$ cat config.mk
export PLATFORM = sky130hd
export DESIGN_NAME = nonrestoring_unsigned_divider
export DESIGN_NICKNAME = d
export VERILOG_FILES = /design/src/hdl/nud_pkg.sv /design/src/hdl/nonrestoring_unsigned_divider.sv
export SDC_FILE = /design/constraint.sdc
export NUM_CORES = 1
export LEC_CHECK = 0
export ABC_AREA = 1
export BUFFER_PORTS_ARGS = -buffer_cell sky130_fd_sc_hd__buf_2
export CELL_PAD_IN_SITES_DETAIL_PLACEMENT = 1
export CELL_PAD_IN_SITES_GLOBAL_PLACEMENT = 2
export CORE_ASPECT_RATIO = 1.75
export CORE_UTILIZATION = 30
export CTS_CLUSTER_DIAMETER = 150
export DETAILED_ROUTE_END_ITERATION = 10
export MAX_ROUTING_LAYER = met4
export PLACE_DENSITY = 0.66
export SETUP_SLACK_MARGIN = 0.15
export SLEW_MARGIN = 20
export SYNTH_ARGS = -nofsm -noshare
export SYNTH_HDL_FRONTEND = slang
export SYNTH_SLANG_ARGS = --single-unit
$ cat constraint.sdc
create_clock -name clock -period 3.6 [get_ports clock]
set_clock_uncertainty 0.05 [all_clocks]
set_input_delay 0.72 -clock clock [delete_from_list [all_inputs] [get_ports clock]]
set_output_delay 0.72 -clock clock [all_outputs]
set_load 0.01 [all_outputs]
$ cat src/hdl/nud_pkg.sv
// Package for the non-restoring unsigned divider.
// Holds the operand widths and the pipeline stage record; depends on nothing.
`timescale 1ns / 1ps
`default_nettype none

package nud_pkg;

   localparam int DivWidth = 8;
   localparam int AccWidth = DivWidth + 1;
   localparam int DataWidth = 2 * DivWidth;

   typedef struct packed {
      logic [AccWidth-1:0] acc;
      logic [DivWidth-1:0] dvd;
      logic [DivWidth-1:0] quo;
      logic [DivWidth-1:0] dvs;
   } stage_type;

endpackage

`default_nettype wire

$ cat src/hdl/nonrestoring_unsigned_divider.sv
// Non-restoring unsigned divider, one add/subtract stage per quotient bit.
// A beat enters every cycle while req_tready is high; its result beat passes
// through DivWidth + 1 register stages: one per quotient bit, each holding a
// single add or subtract of the divisor, and one output stage for the final
// remainder correction. Every stage has its own valid bit and moves forward
// whenever the stage after it is empty or moving, so a stalled result holds
// only the stages behind it while empty stages keep taking beats. A zero
// divisor gives an all-ones quotient, the dividend as remainder and the flag
// in rsp_tuser. Uses nud_pkg.
`timescale 1ns / 1ps
`default_nettype none

module nonrestoring_unsigned_divider (
   input  wire logic                          clock,
   input  wire logic                          reset,
   input  wire logic                          req_tvalid,
   output logic                               req_tready,
   input  wire logic [nud_pkg::DataWidth-1:0] req_tdata,  // dividend, divisor
   output logic                               rsp_tvalid,
   input  wire logic                          rsp_tready,
   output logic [nud_pkg::DataWidth-1:0]      rsp_tdata,  // quotient, remainder
   output logic                               rsp_tuser   // divide_by_zero
);

   import nud_pkg::*;

   stage_type               stage_ff  [DivWidth];
   stage_type               stage_in  [DivWidth];
   stage_type               stage_src [DivWidth];
   logic [DivWidth-1:0]     valid_ff;
   logic [DivWidth-1:0]     valid_src;
   logic [DivWidth:0]       adv;

   logic [DataWidth-1:0]    rsp_data_ff;
   logic [DataWidth-1:0]    rsp_data_in;
   logic                    rsp_user_ff;
   logic                    rsp_user_in;
   logic                    rsp_valid_ff;
   logic [AccWidth-1:0]     rem_full;

   assign stage_src[0] = '{acc: '0,
                           dvd: req_tdata[DivWidth-1:0],
                           quo: '0,
                           dvs: req_tdata[DataWidth-1:DivWidth]};
   assign valid_src[0] = req_tvalid;
   assign adv[DivWidth] = !rsp_valid_ff || rsp_tready;
   assign req_tready = adv[0];

   for (genvar s = 0; s < DivWidth; s++) begin : g_step
      logic [AccWidth-1:0] acc_sh;
      logic [AccWidth-1:0] acc_new;

      if (s > 0) begin : g_link
         assign stage_src[s] = stage_ff[s-1];
         assign valid_src[s] = valid_ff[s-1];
      end

      assign adv[s] = !valid_ff[s] || adv[s+1];

      always_comb begin
         acc_sh = {stage_src[s].acc[DivWidth-1:0], stage_src[s].dvd[DivWidth-1]};
         if (stage_src[s].acc[DivWidth]) begin
            acc_new = acc_sh + {1'b0, stage_src[s].dvs};
         end else begin
            acc_new = acc_sh - {1'b0, stage_src[s].dvs};
         end
         stage_in[s] = '{acc: acc_new,
                         dvd: {stage_src[s].dvd[DivWidth-2:0], 1'b0},
                         quo: {stage_src[s].quo[DivWidth-2:0], ~acc_new[DivWidth]},
                         dvs: stage_src[s].dvs};
      end

      always_ff @(posedge clock) begin
         if (reset) begin
            valid_ff[s] <= 1'b0;
         end else if (adv[s]) begin
            valid_ff[s] <= valid_src[s];
         end
         if (adv[s]) begin
            stage_ff[s] <= stage_in[s];
         end
      end
   end

   always_comb begin
      if (stage_ff[DivWidth-1].acc[DivWidth]) begin
         rem_full = stage_ff[DivWidth-1].acc + {1'b0, stage_ff[DivWidth-1].dvs};
      end else begin
         rem_full = stage_ff[DivWidth-1].acc;
      end
      rsp_data_in = {rem_full[DivWidth-1:0], stage_ff[DivWidth-1].quo};
      rsp_user_in = (stage_ff[DivWidth-1].dvs == '0);
   end

   always_ff @(posedge clock) begin
      if (reset) begin
         rsp_valid_ff <= 1'b0;
      end else if (adv[DivWidth]) begin
         rsp_valid_ff <= valid_ff[DivWidth-1];
      end
      if (adv[DivWidth]) begin
         rsp_data_ff <= rsp_data_in;
         rsp_user_ff <= rsp_user_in;
      end
   end

   assign rsp_tvalid = rsp_valid_ff;
   assign rsp_tdata  = rsp_data_ff;
   assign rsp_tuser  = rsp_user_ff;

endmodule

`default_nettype wire

==> metrics.cfg <==
[sta]
rsz0062_at_grt = false
finalHoldViolCount = 0
worstMarginPinSlew_ns = 1.04
fin_setup_tns_ns = 0
slew_headroom_pct = 30.9
setup_viol = 0
period_minus_slack_ns = 2.78
maxSlewViolCount = 0
max_freq_mhz = 359
finalCritPeriodShare_pct = 77.3

[yosys]
ys_async_sr_fraction_pct = 0
yosys_register_bits = 226
yosysTopAreaCell = edfxtp_1
synth_nets = 1035
synth_top_cells_by_area = edfxtp_1 (59%), ha_1 (8.2%), nand2_1 (5.1%)
synthCells = 935
netlist_top_cells_count = edfxtp_1 (217), nand2_1 (149), inv_1 (141)
synthFlopType = edfxtp_1
synth.most_common_cell = edfxtp_1
yosysWarnings = 0
synth_cell_types = 38
yosysTopAreaCellShare_pct = 59.1
ys_seq_area_share_pct = 60.7
netlist_area_sq_um = 11000
synth_edf_count = 217
syn_avg_cell_area_sq_um = 11.8

[clock_network]
post_cts_buffers = 0
path_clk_slew_ns = 0.06
tritoncts = built
holdBufCountCts = 0
cts_max_path_buffers = 3
clkLatencyLatePin_ns = 0.53
cts_num_sinks = 226
cts_resized = 0
h-tree-depth = 1
cts_buffers = 24
clockRootBuffer = clkbuf_16

[power_and_ir_drop]
p_int_uw = 6920
irDropWorstVdd_v = 0.000412
p_comb_share_pct = 38.1
p_leak_uw = 0.00544
p_sw_uw = 3820
switching_share_pct = 35.5
clkPwrFrac_pct = 23.0
seq_power_share_pct = 38.9
p_per_area_nw_per_um2 = 851

[critical_path]
worst_setup_path_start_kind = register
worstPathMaxFanout = 4
reg2reg_depth = 11
cp-end-kind = register
crit_start = stage_ff[0][34]
timing.rr.start = stage_ff[0][34]
endpoint = stage_ff[0][95]
critPathKind = reg2reg
crit_required_ns = 3.84
r2r_slack_ns = 0.82
crit_arrival_ns = 3.02
regToRegEndpoint = stage_ff[0][95]

[floorplanning]
num_rows = 92
fp.dieW_um = 147
die_h_um = 256
fp.coreArea_sq_um = 36100
start_util_pct = 30.5
ios = 39
die-area_sq_um = 37600

[routing]
num_vias = 6820
drc = 0
wl_um = 23100
drt_iter0_markers = 153
avgRoutedWirePerCell_um = 15.5
antenna_left = 0
viasPerCell = 4.58
first_pass_iters = 4

[finish]
syn_to_final_growth_pct = 14.4
diodes = 0
fin_nets = 1103
stdcell_area_sq_um = 12600
drive_above_1_share_pct = 10.2

[global_routing]
grt_pass1_wl_um = 36400
grt_max_degree = 28
antenna_found_initial = 0
grt.total_usage_pct = 13.0
grt_overflow = 0
grt_pass1_vias = 7478

[place]
dpl_cell_area_sq_um = 11800
place.gp.congestion = 0.777
io_buffers = 38
hpwl_um = 18700

[job]
maxCapViolCount = 0

[worst_hold_path]
worstHoldPathType = in2reg

[outcome]
status = complete, no violations

-- power by group through the flow --
stage	Clock [uW]	Sequential [uW]	Combinational, uW
final	2460	4180	4090
after global placement	0	4230	4040
after detailed placement	0	4250	4180
after global routing	2640	4240	4660
after CTS	2560	4200	4190
after floorplan	0	4160	3050
-- layer usage --
layer	GRT usage (%)	share of wire, %
met1	7.85	26
met2	29.9	66
met3	1.78	2.7
met4	7.36	5.1
met5	-	0
-- state kept, by name, summed over array words and instances, names as in the netlist --
signal      flops
rsp_tdata      16
rsp_tvalid      1
rsp_tuser       1
stage_ff      200
valid_ff        8
-- worst min path at each step --
stage                     start               end  depth (start not counted)
2_1_floorplan  stage_ff[1][104]      rsp_tdata[0]                          0
3_3_place_gp    stage_ff[1][72]  stage_ff[1][105]                          0
3_5_place_dp    stage_ff[0][82]  stage_ff[0][115]                          0
4_1_cts            req_tdata[4]   stage_ff[0][20]                          1
5_1_grt            req_tdata[4]   stage_ff[0][20]                          1
6_report           req_tdata[4]   stage_ff[0][20]                          1
-- cell type report --
class,instances,area (sq um)
Clock buffer,33,676
Sequential cell,226,6700
Tap cell,470,588
Inverter,145,544
Fill cell,3965,23500
Timing Repair Buffer,44,235
Clock inverter,9,93.8
Multi-Input combinational cell,562,3790
-- cell usage in the layout (no fill, tap or decap), types with 6 or more instances in the layout --
master,n
edfxtp_1,217
nand2_1,148
inv_1,141
ha_1,72
xor2_1,61
a21oi_1,59
nand3_1,47
buf_2,38
xnor2_1,34
o21ai_0,33
clkbuf_16,25
nor2_1,20
nand4_1,10
dfxtp_1,9
fa_1,8
o21ai_1,7
o21bai_1,6
o31ai_1,6
o21ai_2,6
clkbuf_1,6
clkinv_2,6
buf_4,6
-- worst max-delay path, stage by stage (launching register included) --
cell      delay, ns
edfxtp_1       0.47
o31ai_1        0.57
o21ai_0        0.22
xor2_1         0.19
ha_1           0.34
inv_1          0.08
o21bai_1       0.22
nand2_1        0.08
nand3_1        0.11
nand3_1        0.10
nand2_2        0.08
inv_2          0.03
-- metrics by stage --
stage | cells | hold slack, ns | util, % | power [uW] | setup WS, ns
5_1_grt | 1489 | 0.296 | 34.9 | 11500 | 0.478
2_1_floorplan | 935 | 0.350 | - | 7220 | 0.382
6_report | 1489 | 0.316 | 34.9 | 10700 | 0.816
3_3_place_gp | 1447 | 0.351 | 32.8 | 8260 | 0.829
4_1_cts | 1489 | 0.288 | 34.9 | 11000 | 0.731
3_5_place_dp | 1447 | 0.355 | 32.8 | 8430 | 0.746
-- kinds of logic after synthesis --
logic type               after synthesis  share of synthesized area, %
AND/OR/NAND/NOR                      257                          10.6
flip-flops                           226                          60.7
buffers and inverters                147                          5.01
AO/OA/AOI/OAI                        130                          6.55
XOR/XNOR                              95                          7.54
adder cells (fa/ha/maj)               80                          9.62
Power figures use the tool's default switching activity.
